**src/hw/rtl/slt_pkg.sv**
```systemverilog
// Shared types and constants for the sorted list table.
// Used by slt_cell, sorted_list_table and the testbench; depends on nothing else.
package slt_pkg;

  localparam int DATA_W    = 32;
  localparam int STATUS_W  = 2;
  localparam int REQ_W     = 2;
  localparam int ECOUNT_W  = 5;
  localparam int DEPTH_DEF = 16;

  typedef enum logic [REQ_W-1:0] {
    REQ_INSERT = 2'd0,
    REQ_DELETE = 2'd1,
    REQ_READ   = 2'd2
  } req_t;

  typedef enum logic [STATUS_W-1:0] {
    ST_OK       = 2'd0,
    ST_FULL     = 2'd1,
    ST_NOTFOUND = 2'd2,
    ST_EMPTY    = 2'd3
  } status_t;

  typedef enum logic [1:0] {
    FSM_IDLE,
    FSM_EVAL,
    FSM_APPLY,
    FSM_READ
  } fsm_t;

  typedef enum logic [1:0] {
    OP_HOLD,
    OP_INSERT,
    OP_DELETE,
    OP_ROTATE
  } cell_op_t;

  // Control broadcast from the sequencer to every cell of the chain.
  typedef struct packed {
    logic                     eval;
    cell_op_t                 op;
    logic signed [DATA_W-1:0] value;
  } cell_ctl_t;

endpackage

```
**src/hw/rtl/slt_cell.sv**
```systemverilog
// One storage cell of the sorted list table chain.
// Depends on slt_pkg for the control struct and data width.
module slt_cell #(
  parameter int IDX   = 0,
  parameter int CNT_W = 5
) (
  input  logic                             clk,
  input  slt_pkg::cell_ctl_t               ctl,
  input  logic [CNT_W-1:0]                 count,
  input  logic                             left_ge,
  input  logic signed [slt_pkg::DATA_W-1:0] left_entry,
  input  logic signed [slt_pkg::DATA_W-1:0] right_entry,
  input  logic signed [slt_pkg::DATA_W-1:0] head_entry,
  output logic signed [slt_pkg::DATA_W-1:0] entry,
  output logic                             ge,
  output logic                             eq
);
  import slt_pkg::*;

  localparam logic [CNT_W-1:0] MY_IDX = CNT_W'(IDX);

  logic occupied;
  logic take_new;
  logic signed [DATA_W-1:0] entry_next;

  assign occupied = MY_IDX < count;
  // The insert point is the first occupied cell at or above the value, or
  // the first free cell when no such cell exists.
  assign take_new = !left_ge && (ge || (MY_IDX == count));

  always_comb begin
    entry_next = entry;
    unique case (ctl.op)
      OP_HOLD: begin
        entry_next = entry;
      end
      OP_INSERT: begin
        if (left_ge) begin
          entry_next = left_entry;
        end else if (take_new) begin
          entry_next = ctl.value;
        end
      end
      OP_DELETE: begin
        if (ge) begin
          entry_next = right_entry;
        end
      end
      OP_ROTATE: begin
        if (MY_IDX == count - CNT_W'(1)) begin
          entry_next = head_entry;
        end else begin
          entry_next = right_entry;
        end
      end
      default: begin
        entry_next = entry;
      end
    endcase
  end

  always_ff @(posedge clk) begin
    entry <= entry_next;
    if (ctl.eval) begin
      ge <= occupied && (entry >= ctl.value);
      eq <= occupied && (entry == ctl.value);
    end
  end

endmodule

```
**src/hw/rtl/sorted_list_table.sv**
```systemverilog
// Top level of the sorted list table: request sequencer, cell chain and
// response register. Depends on slt_pkg and slt_cell.
//
// Usage: requests arrive on req_valid/req_stall with req_type and value;
// responses leave on rsp_valid/rsp_stall with status, entry_value,
// entry_count and last. A transaction moves on a clock edge where valid is
// high and stall is low. Insert and delete give one response each. A
// read-out of a non-empty table gives one response per stored entry in
// ascending order with last set on the final one; an empty table answers
// a read-out or delete with a single "empty" response.
// Timing: a request is accepted only while the sequencer is idle. Insert,
// delete and an empty read-out pass a compare step in every cell, then a
// commit step that loads the response register, and return to idle. A
// read-out of a non-empty table then emits its entries, as the chain
// rotates by one cell per emitted entry.
// Reset (rst, synchronous) empties the table and drops any pending
// response; the entry registers themselves are not cleared. When the
// receiver stalls, the response register holds its transaction and the
// sequencer waits before issuing the next one; the request side may
// still be accepted while a finished response waits to be taken.
module sorted_list_table #(
  parameter int DEPTH = slt_pkg::DEPTH_DEF
) (
  input  logic                                 clk,
  input  logic                                 rst,
  input  logic                                 req_valid,
  output logic                                 req_stall,
  input  logic [slt_pkg::REQ_W-1:0]             req_type,
  input  logic signed [slt_pkg::DATA_W-1:0]     value,
  output logic                                 rsp_valid,
  input  logic                                 rsp_stall,
  output logic [slt_pkg::STATUS_W-1:0]          status,
  output logic signed [slt_pkg::DATA_W-1:0]     entry_value,
  output logic [slt_pkg::ECOUNT_W-1:0]          entry_count,
  output logic                                 last
);
  import slt_pkg::*;

  localparam int CNT_W = $clog2(DEPTH + 1);
  localparam logic [CNT_W-1:0] FULL_COUNT = CNT_W'(DEPTH);

  // Sequencer state.
  fsm_t                     state, state_next;
  logic [REQ_W-1:0]         req_q;
  logic signed [DATA_W-1:0] value_q;
  logic [CNT_W-1:0]         count, count_next;
  logic [CNT_W-1:0]         remain, remain_next;

  // Chain wiring.
  cell_ctl_t                ctl;
  logic signed [DATA_W-1:0] ent [DEPTH];
  logic [DEPTH-1:0]         ge_vec;
  logic [DEPTH-1:0]         eq_vec;
  logic                     found;

  // Response side.
  logic                     out_free;
  logic                     emit;
  status_t                  emit_status;
  logic signed [DATA_W-1:0] emit_value;
  logic                     emit_last;
  logic [CNT_W+ECOUNT_W-1:0] count_ext;

  assign out_free  = !rsp_valid || !rsp_stall;
  assign found     = |eq_vec;
  assign req_stall = (state != FSM_IDLE);

  // The chain: each cell sees its neighbors' entries; the head cell's entry
  // wraps around to the last occupied cell during a read-out rotation.
  for (genvar i = 0; i < DEPTH; i++) begin : g_cell
    logic                     l_ge;
    logic signed [DATA_W-1:0] l_ent;
    logic signed [DATA_W-1:0] r_ent;
    if (i == 0) begin : g_first
      assign l_ge  = 1'b0;
      assign l_ent = ent[0];
    end else begin : g_mid
      assign l_ge  = ge_vec[i-1];
      assign l_ent = ent[i-1];
    end
    if (i == DEPTH - 1) begin : g_last
      assign r_ent = ent[i];
    end else begin : g_inner
      assign r_ent = ent[i+1];
    end
    slt_cell #(
      .IDX   (i),
      .CNT_W (CNT_W)
    ) u_cell (
      .clk         (clk),
      .ctl         (ctl),
      .count       (count),
      .left_ge     (l_ge),
      .left_entry  (l_ent),
      .right_entry (r_ent),
      .head_entry  (ent[0]),
      .entry       (ent[i]),
      .ge          (ge_vec[i]),
      .eq          (eq_vec[i])
    );
  end

  // Next-state logic.
  always_comb begin
    state_next = state;
    unique case (state)
      FSM_IDLE: begin
        if (req_valid) begin
          state_next = FSM_EVAL;
        end
      end
      FSM_EVAL: begin
        state_next = FSM_APPLY;
      end
      FSM_APPLY: begin
        if (out_free) begin
          if ((req_q == REQ_READ) && (count != '0)) begin
            state_next = FSM_READ;
          end else begin
            state_next = FSM_IDLE;
          end
        end
      end
      FSM_READ: begin
        if (out_free && (remain == CNT_W'(1))) begin
          state_next = FSM_IDLE;
        end
      end
      default: begin
        state_next = FSM_IDLE;
      end
    endcase
  end

  // Output and datapath control.
  always_comb begin
    ctl.eval    = (state == FSM_EVAL);
    ctl.op      = OP_HOLD;
    ctl.value   = value_q;
    count_next  = count;
    remain_next = remain;
    emit        = 1'b0;
    emit_status = ST_OK;
    emit_value  = '0;
    emit_last   = 1'b1;
    unique case (state)
      FSM_IDLE, FSM_EVAL: begin
        emit = 1'b0;
      end
      FSM_APPLY: begin
        if (out_free) begin
          unique case (req_q)
            REQ_INSERT: begin
              emit = 1'b1;
              if (count == FULL_COUNT) begin
                emit_status = ST_FULL;
              end else begin
                ctl.op     = OP_INSERT;
                count_next = count + CNT_W'(1);
              end
            end
            REQ_DELETE: begin
              emit = 1'b1;
              if (count == '0) begin
                emit_status = ST_EMPTY;
              end else if (!found) begin
                emit_status = ST_NOTFOUND;
              end else begin
                ctl.op     = OP_DELETE;
                count_next = count - CNT_W'(1);
              end
            end
            REQ_READ: begin
              if (count == '0) begin
                emit        = 1'b1;
                emit_status = ST_EMPTY;
              end else begin
                remain_next = count;
              end
            end
            default: begin
              // Unused request code: table untouched, plain ok response.
              emit = 1'b1;
            end
          endcase
        end
      end
      FSM_READ: begin
        if (out_free) begin
          emit        = 1'b1;
          emit_value  = ent[0];
          emit_last   = (remain == CNT_W'(1));
          ctl.op      = OP_ROTATE;
          remain_next = remain - CNT_W'(1);
        end
      end
      default: begin
        emit = 1'b0;
      end
    endcase
  end

  assign count_ext = {{ECOUNT_W{1'b0}}, count_next};

  always_ff @(posedge clk) begin
    if (rst) begin
      state     <= FSM_IDLE;
      count     <= '0;
      remain    <= '0;
      rsp_valid <= 1'b0;
    end else begin
      state  <= state_next;
      count  <= count_next;
      remain <= remain_next;
      if (emit) begin
        rsp_valid <= 1'b1;
      end else if (!rsp_stall) begin
        rsp_valid <= 1'b0;
      end
    end
  end

  always_ff @(posedge clk) begin
    if (req_valid && !req_stall) begin
      req_q   <= req_type;
      value_q <= value;
    end
    if (emit) begin
      status      <= emit_status;
      entry_value <= emit_value;
      entry_count <= count_ext[ECOUNT_W-1:0];
      last        <= emit_last;
    end
  end

  // The fill count never passes the table depth.
  a_count_bound: assert property (@(posedge clk) disable iff (rst)
    count <= FULL_COUNT)
    else $error("stored count exceeds table depth");

  // The stored count only changes in the commit step.
  a_count_commit: assert property (@(posedge clk) disable iff (rst)
    (state != FSM_APPLY) |=> $stable(count))
    else $error("stored count changed outside the commit step");

  // An accepted request always goes to the compare step next.
  a_accept_eval: assert property (@(posedge clk) disable iff (rst)
    (req_valid && !req_stall) |=> (state == FSM_EVAL))
    else $error("accepted request did not start a compare step");

  // A read-out in progress always has entries left to send.
  a_read_remain: assert property (@(posedge clk) disable iff (rst)
    (state == FSM_READ) |-> ((remain != '0) && (remain <= count)))
    else $error("read-out running with no entries left");

  // A pending stalled response is never overwritten.
  a_rsp_hold: assert property (@(posedge clk) disable iff (rst)
    (rsp_valid && rsp_stall) |-> !emit)
    else $error("response overwritten while stalled");

endmodule

```
**config.mk**
```make
export PLATFORM = sky130hd
export DESIGN_NAME = sorted_list_table
export DESIGN_NICKNAME = d
export VERILOG_FILES = /design/src/hw/rtl/slt_pkg.sv /design/src/hw/rtl/slt_cell.sv /design/src/hw/rtl/sorted_list_table.sv
export SDC_FILE = /design/constraint.sdc
export NUM_CORES = 2
export LEC_CHECK = 0
export BUFFER_PORTS_ARGS = -buffer_cell sky130_fd_sc_hd__buf_2
export CAP_MARGIN = 20
export CELL_PAD_IN_SITES_DETAIL_PLACEMENT = 0
export CELL_PAD_IN_SITES_GLOBAL_PLACEMENT = 1
export CORE_MARGIN = 1
export CORE_UTILIZATION = 47
export CTS_CLUSTER_DIAMETER = 60
export CTS_CLUSTER_SIZE = 25
export DETAILED_ROUTE_END_ITERATION = 10
export PLACE_DENSITY_LB_ADDON = 0.1
export SETUP_SLACK_MARGIN = 0.15
export SLEW_MARGIN = 15
export SYNTH_ARGS = -nofsm -noshare
export SYNTH_HDL_FRONTEND = slang
export SYNTH_SLANG_ARGS = --single-unit
```
**constraint.sdc**
```tcl
create_clock -name clk -period 4.55 [get_ports clk]
set_input_delay 0.91 -clock clk [delete_from_list [all_inputs] [get_ports clk]]
set_output_delay 0.91 -clock clk [all_outputs]
set_load 0.05 [all_outputs]
```
# After elaboration in Yosys (flattened, before gate mapping)
# Cells that the tools add are included.
[totals] ff_bits=631 in_bits=38 wordCells=420
[classes] addsub=3 magnitude_cmp=32 n_eq_ne=96 muxes=113 bitwise=2 n_reduce_logical=116
[op_table] operator="two-way mux 32 bit" count=62
[op_table] operator="case mux 32 bit (3 select lines)" count=15
[op_table] operator="equality test 32 bit" count=16
[op_table] operator=">= comparator 32 bit" count=16
[op_table] operator="equality test 4 x 5 -> 1 bit (first input constant)" count=16
[op_table] operator="case mux 32 bit (2 select lines)" count=1
[op_table] operator="logical AND 1 bit" count=50
[op_table] operator="AND reduction 3 bit" count=16
[op_table] operator="two-way mux 5 bit" count=9
[op_table] operator="!= test 3 x 1 -> 1 bit (second input constant)" count=15
[op_table] operator="equality test 3 x 5 -> 1 bit (first input constant)" count=8
[op_table] operator="less-than comparator 4 x 5 -> 1 bit (first input constant)" count=8
[op_table] operator="!= test 2 x 1 -> 1 bit (second input constant)" count=18
[op_table] operator="two-way mux 2 bit" count=11
[op_table] operator="equality test 2 x 5 -> 1 bit (first input constant)" count=4
[op_table] operator="less-than comparator 3 x 5 -> 1 bit (first input constant)" count=4
[op_table] operator="case mux 5 bit (2 select lines)" count=2
[op_table] operator="zero test 1 bit" count=18
[op_table] operator="logical OR 1 bit" count=17
[op_table] operator="OR reduction 16 bit" count=1
[op_table] operator="!= test 2 bit (second input constant)" count=7
[op_table] operator="equality test 1 x 5 -> 1 bit (first input constant)" count=2
[op_table] operator="equality test 2 bit (second input constant)" count=5
[op_table] operator="zero test 5 bit" count=2
[op_table] operator="other kinds (20)" count=39

# Longest topological paths before layout
[depth] word_depth=10 depth_mapped=12

# Modules after synthesis
# A second synthesis with hierarchy kept.
[unflattened] hier_cells=5168 hier_area_um2=49157.1
[by_module_without_submodules] mod="sorted_list_table" n_inst=1 cells_per_inst=264 area_per_inst_um2=3574.7 seq_area_each_um2=2482.4
[by_module_without_submodules] mod="slt_cell at g_cell[9].u_cell" n_inst=1 cells_per_inst=307 area_per_inst_um2=2885.3 seq_area_each_um2=1021.0
[by_module_without_submodules] mod="slt_cell at g_cell[4].u_cell" n_inst=1 cells_per_inst=308 area_per_inst_um2=2884.0 seq_area_each_um2=1021.0
[by_module_without_submodules] mod="slt_cell at g_cell[15].u_cell" n_inst=1 cells_per_inst=307 area_per_inst_um2=2879.0 seq_area_each_um2=1021.0
[by_module_without_submodules] mod="slt_cell at g_cell[2].u_cell" n_inst=1 cells_per_inst=310 area_per_inst_um2=2864.0 seq_area_each_um2=1021.0
[by_module_without_submodules] mod="slt_cell at g_cell[12].u_cell" n_inst=1 cells_per_inst=309 area_per_inst_um2=2855.2 seq_area_each_um2=1021.0
[by_module_without_submodules] mod="slt_cell at g_cell[8].u_cell" n_inst=1 cells_per_inst=307 area_per_inst_um2=2851.5 seq_area_each_um2=1021.0
[by_module_without_submodules] mod="slt_cell at g_cell[11].u_cell" n_inst=1 cells_per_inst=310 area_per_inst_um2=2850.2 seq_area_each_um2=1021.0
[by_module_without_submodules] mod="slt_cell at g_cell[6].u_cell" n_inst=1 cells_per_inst=307 area_per_inst_um2=2847.7 seq_area_each_um2=1021.0
[by_module_without_submodules] mod="slt_cell at g_cell[10].u_cell" n_inst=1 cells_per_inst=306 area_per_inst_um2=2846.5 seq_area_each_um2=1021.0
[by_module_without_submodules] mod="slt_cell at g_cell[0].u_cell" n_inst=1 cells_per_inst=305 area_per_inst_um2=2845.2 seq_area_each_um2=1021.0
[by_module_without_submodules] mod="slt_cell at g_cell[13].u_cell" n_inst=1 cells_per_inst=308 area_per_inst_um2=2842.7 seq_area_each_um2=1021.0
[by_module_without_submodules] mod="slt_cell at g_cell[7].u_cell" n_inst=1 cells_per_inst=310 area_per_inst_um2=2839.0 seq_area_each_um2=1021.0
[by_module_without_submodules] mod="slt_cell at g_cell[14].u_cell" n_inst=1 cells_per_inst=301 area_per_inst_um2=2831.5 seq_area_each_um2=1021.0
[by_module_without_submodules] mod="+3 rows"

# Worst setup path before layout
# No wires, ideal clock.
[synth_timing] path_kind="reg2reg" start="register count[1]" end="register g_cell[0].u_cell.entry[0] (netlist name), enable pin" setup_ns=0.461 t_arrival_ns=4.205 slack_ns=-0.116 path_stages_with_launch=11 n_path_buf=2 period_less_slack_ns=4.666 path_cell_list="dfxtp_1 clkbuf_1 inv_1 ha_1 nor4b_4 nor2_1 nand3_2 nand2_1 buf_2 nor2_1 nor3_1"
[synth_between] elab_chain_len=8 elab_cells_between_ends=19
[synth_rtl] item="from (decl)" line_no="sorted_list_table.sv:46" rtl="logic [CNT_W-1:0] count, count_next;"
[synth_rtl] item="from (signal assigned)" line_no="sorted_list_table.sv:213" rtl="count <= count_next;"
[synth_rtl] item="equality test 5 bit or zero test 5 bit (tied branches)" line_no="sorted_list_table.sv:155, slt_cell.sv:29, sorted_list_table.sv:164"
[synth_rtl] item="two-way mux 1 bit or two-way mux 2 bit (tied branches)" line_no="sorted_list_table.sv:155, sorted_list_table.sv:164"
[synth_rtl] item="case mux 2 bit (2 select lines)" line_no="sorted_list_table.sv:152" rtl="unique case (req_q)"
[synth_rtl] item="two-way mux 2 bit" line_no="sorted_list_table.sv:151" rtl="if (out_free) begin"
[synth_rtl] item="case mux 2 bit (2 select lines)" line_no="sorted_list_table.sv:146" rtl="unique case (state)"
[synth_rtl] item="equality test 2 bit, or another cell as far along" line_no="slt_cell.sv:33" rtl="unique case (ctl.op)"
[synth_rtl] item="!= test 2 bit (no source line), or another cell as far along"
[synth_rtl] item="AND reduction 4 bit (no source line) (*)"
[synth_rtl] item="to (signal assigned)" line_no="slt_cell.sv:63" rtl="entry <= entry_next;"
[synth_rtl] item="to (decl)" line_no="slt_cell.sv:14" rtl="output logic signed [slt_pkg::DATA_W-1:0] entry,"
# Every way passes the cells marked *; elsewhere a longest branch is shown, timed or not.
# A chain may end at the register's enable or synchronous reset.

# Final worst setup path
[layout_timing] start="register value_q[12]" end="register g_cell[4].u_cell.ge (data pin)"
[layout_between] elab_chain_len=2
[layout_rtl] item="from (decl)" line_no="sorted_list_table.sv:45" rtl="logic signed [DATA_W-1:0] value_q;"
[layout_rtl] item="from (signal assigned)" line_no="sorted_list_table.sv:226" rtl="value_q <= value;"
[layout_rtl] item=">= comparator 32 bit" line_no="slt_cell.sv:65" rtl="ge <= occupied && (entry >= ctl.value);"
[layout_rtl] item="logical AND 1 bit" line_no="slt_cell.sv:65"
[layout_rtl] item="to (signal assigned)" line_no="slt_cell.sv:65"
[layout_rtl] item="to (decl)" line_no="slt_cell.sv:15" rtl="output logic ge,"
# Every way passes these cells.

==> qor.txt <==
Cell depth of the worst flop-to-flop path - 10
Min-delay worst type - in -> reg
Synth Instances - 4114
Final clock period utilization by the worst path - 0.953
Min-delay src - value[23]
Crit path arrival time - 4.73 ns
Per-cell routed wire length - 32.7 µm
DRC violations left - 0
Top flip-flop cell by instance count after synthesis - sky130_fd_sc_hd__edfxtp_1
Sum of met3 wire segment lengths after detailed routing - 19000 µm
Unrepaired setup endpoints after global routing - no
DRT antenna net count - 0
Number of antenna violations at the first check in global routing - 6
Number of flops mapped to enable cells by yosys - 618
Buffer type at the clock tree root - sky130_fd_sc_hd__clkbuf_16
Number of stages on the worst hold path - 1
Routed wl met2 - 74400 µm
Timing-limited maximum frequency - 231 MHz
Mapped Area - 0.0445 mm²
Required time at the endpoint of the critical path - 4.94 ns
Setup-violating endpoint count in the final report - 0
Sum of net half-perimeters after detailed placement - 131000 µm
Total I/O pin count - 80
Total number of placement rows - 112
Number of buffers created by CTS - 77
Maximum vdd drop - 0.242 mV
Crit path max fanout - 16
Final weighted congestion in routability-driven placement - 0.969
Clock slew at reported path FFs - 0.08 ns
Post-route clock skew - 0.0483 ns
Vias after detailed routing - 37751
Kind of start point of the critical path - flip-flop
TNS Setup - 0 ns
Post-synthesis register bit count - 631
Final-report hold violation count - 0
Final Critical Period - 4.34 ns
Synth-to-Final Area Change - 13.0%
Net count after synthesis - 4672
Setup Crit Path Kind - reg -> reg
Register area share after synthesis - 0.423
DRT Pass-1 Iters - 6
Wire length on met1 - 76800 µm
Post-Place Cells - 5391
Outcome - completed
Resized cells post-CTS - 0
Number of buffers added on ports - 79
Gr usage total - 0.375
Mean Syn Cell Area - 10.8 µm²
Total power density per cell area - 305 mW/mm²
Fraction of layout cells with a size suffix above 1 - 0.121
Number of warnings printed during yosys synthesis - 0
Initial DRC count - 5246
Count of cell types in the netlist - 72
Skew-Pair Late Insertion Delay - 0.69 ns
Critical path origin - value_q[12]
Initial core utilization - 0.476
Number of slew-limit violations in the final report - 0
Die X-Extent - 310 µm
Number of nets in the layout - 4776
Number of global-route vias before repair - 35198
Area of the core - 0.0935 mm²
Max-capacitance violation count - 0
Sum of overflow across all layers after global routing - 0
Post-CTS Hold Fix Bufs - 0
Top routing layer in use - met5
Average via count per standard cell - 6.82
Post-layout instance count excluding filler cells - 5537
Post-Route WL - 181000 µm
Worst slew slack as a fraction of its limit - 0.218
First-pass GRT wire length - 258000 µm
Buffers inserted during post-CTS setup optimization - 0
Clock sinks - 631
Leak pwr - 0.0204 µW
Kind of end point of the critical path - flip-flop
Startpoint of the worst register-to-register path - value_q[12]
Die height - 310 µm
Largest buffer count on any clock path - 3
Proportion of register bits with asynchronous set or reset after synthesis - 0
Max H-tree Level - 3
Pin count of the biggest net entering global routing - 132
Die area - 0.0958 mm²
Clock tree from TritonCTS - built
Slew at the pin closest to its max-slew limit - 1.16 ns
[placed cells by master, fill, tap and decap left out, types with 10 or more instances in the layout]
cell type | synthesis | routed
sky130_fd_sc_hd__edfxtp_1 | 618 | 618
sky130_fd_sc_hd__ha_1 | 520 | 520
sky130_fd_sc_hd__nor2_1 | 524 | 494
sky130_fd_sc_hd__mux2i_1 | 454 | 454
sky130_fd_sc_hd__a221o_1 | 417 | 417
sky130_fd_sc_hd__a21oi_1 | 263 | 262
sky130_fd_sc_hd__buf_4 | 21 | 212
sky130_fd_sc_hd__nand2_1 | 180 | 171
sky130_fd_sc_hd__o21ai_0 | 130 | 129
sky130_fd_sc_hd__nand4_1 | 113 | 113
sky130_fd_sc_hd__inv_1 | 104 | 104
sky130_fd_sc_hd__buf_2 | 63 | 80
sky130_fd_sc_hd__clkbuf_16 | 0 | 79
sky130_fd_sc_hd__nor2b_1 | 49 | 49
sky130_fd_sc_hd__and3_1 | 41 | 40
sky130_fd_sc_hd__o21bai_1 | 39 | 39
sky130_fd_sc_hd__a21o_1 | 39 | 39
sky130_fd_sc_hd__nand3_1 | 36 | 36
sky130_fd_sc_hd__a222oi_1 | 32 | 32
sky130_fd_sc_hd__nor2_4 | 0 | 31
sky130_fd_sc_hd__nor3_1 | 35 | 31
sky130_fd_sc_hd__o211ai_1 | 25 | 25
sky130_fd_sc_hd__buf_12 | 0 | 22
sky130_fd_sc_hd__nor4_1 | 20 | 20
sky130_fd_sc_hd__a211oi_1 | 20 | 20
sky130_fd_sc_hd__o21a_1 | 20 | 20
sky130_fd_sc_hd__inv_6 | 0 | 13
sky130_fd_sc_hd__dfxtp_1 | 13 | 13
sky130_fd_sc_hd__inv_8 | 0 | 10
sky130_fd_sc_hd__inv_12 | 0 | 10
[flip-flops by register name, indices dropped and copies added, names as in the netlist, 2 cells and up]
name and cells:
count 5, entry_count 5, entry_value 32, g_cell.u_cell.entry 512, g_cell.u_cell.eq 16, g_cell.u_cell.ge 16, remain 5, req_q 2
state 2, status 2, value_q 32
[path summary, 6_finish.rpt]
check                        end  slack (ns)
max          g_cell[4].u_cell.ge        0.21
min                  value_q[23]        0.40
max reg2reg  g_cell[4].u_cell.ge        0.21
min reg2reg            remain[4]        0.51
[cell usage after synthesis (all sizes together), types with 41 or more instances]
cell type,instances,area share
edfxtp,618,0.42
nor2,525,0.044
ha,520,0.15
mux2i,454,0.10
a221o,417,0.094
a21oi,263,0.030
clkbuf,191,0.016
nand2,180,0.015
o21ai,142,0.016
nand4,113,0.016
inv,106,0.0089
buf,100,0.012
nor2b,49,0.0069
and3,41,0.0058
[area by class of cell]
| class | instances | area [µm²] |
|---|---|---|
| sequential | 631 | 18800 |
| antenna | 3 | 7.51 |
| inverter | 106 | 398 |
| clock buffer | 86 | 2010 |
| fill | 8328 | 43200 |
| multi-input combinational | 3086 | 24400 |
| timing repair buffer | 316 | 2490 |
| clock inverter | 55 | 589 |
| tap | 1254 | 1570 |
[per-layer routing]
metal | GRT usage | vias up
met5 | 0 | -
met4 | 0.204 | 2
met3 | 0.0655 | 303
met2 | 0.531 | 2311
met1 | 0.540 | 18636
li1 | - | 16499
[stage by stage]
stage	worst slack [ns]	power [µW]	area (µm²)	hold WS, ns	utilization
2_1_floorplan	0.622	8110	44500	0.484	-
3_3_place_gp	0.441	8860	47600	0.503	0.509
3_5_place_dp	0.449	8900	47600	0.508	0.509
4_1_cts	0.430	15300	50200	0.381	0.537
5_1_grt	0.260	15800	50200	0.401	0.537
6_report	0.212	15300	50200	0.404	0.538
[critical path, stage by stage, from the launching register on]
cell and delay (ns):
sky130_fd_sc_hd__edfxtp_1 0.74, sky130_fd_sc_hd__inv_1 0.13, sky130_fd_sc_hd__buf_4 0.21, sky130_fd_sc_hd__ha_1 0.28
sky130_fd_sc_hd__nand4_1 0.42, sky130_fd_sc_hd__nor4_1 0.99, sky130_fd_sc_hd__a21bo_2 0.32, sky130_fd_sc_hd__o211ai_1 0.27
sky130_fd_sc_hd__a21oi_1 0.16, sky130_fd_sc_hd__mux2i_1 0.41, sky130_fd_sc_hd__o21bai_1 0.11
[power by group]
group | total [µW] | switching (µW) | internal [µW]
clock network | 6510 | 3070 | 3440
registers | 6700 | 158 | 6540
logic | 2130 | 1310 | 813
[cell families (layout without fill, tap and decap cells)]
group	Yosys count	in the layout	share of synthesized area
other	0	3	0
multiplexers	456	456	0.103
XOR/XNOR	3	3	0.000760
flip-flops	631	631	0.423
AND/OR/NAND/NOR	1048	1048	0.108
adder cells (fa/ha/maj)	520	520	0.146
buffers and inverters	397	563	0.0371
AO/OA/AOI/OAI	1059	1059	0.182
(Power assumes the default switching activity.)
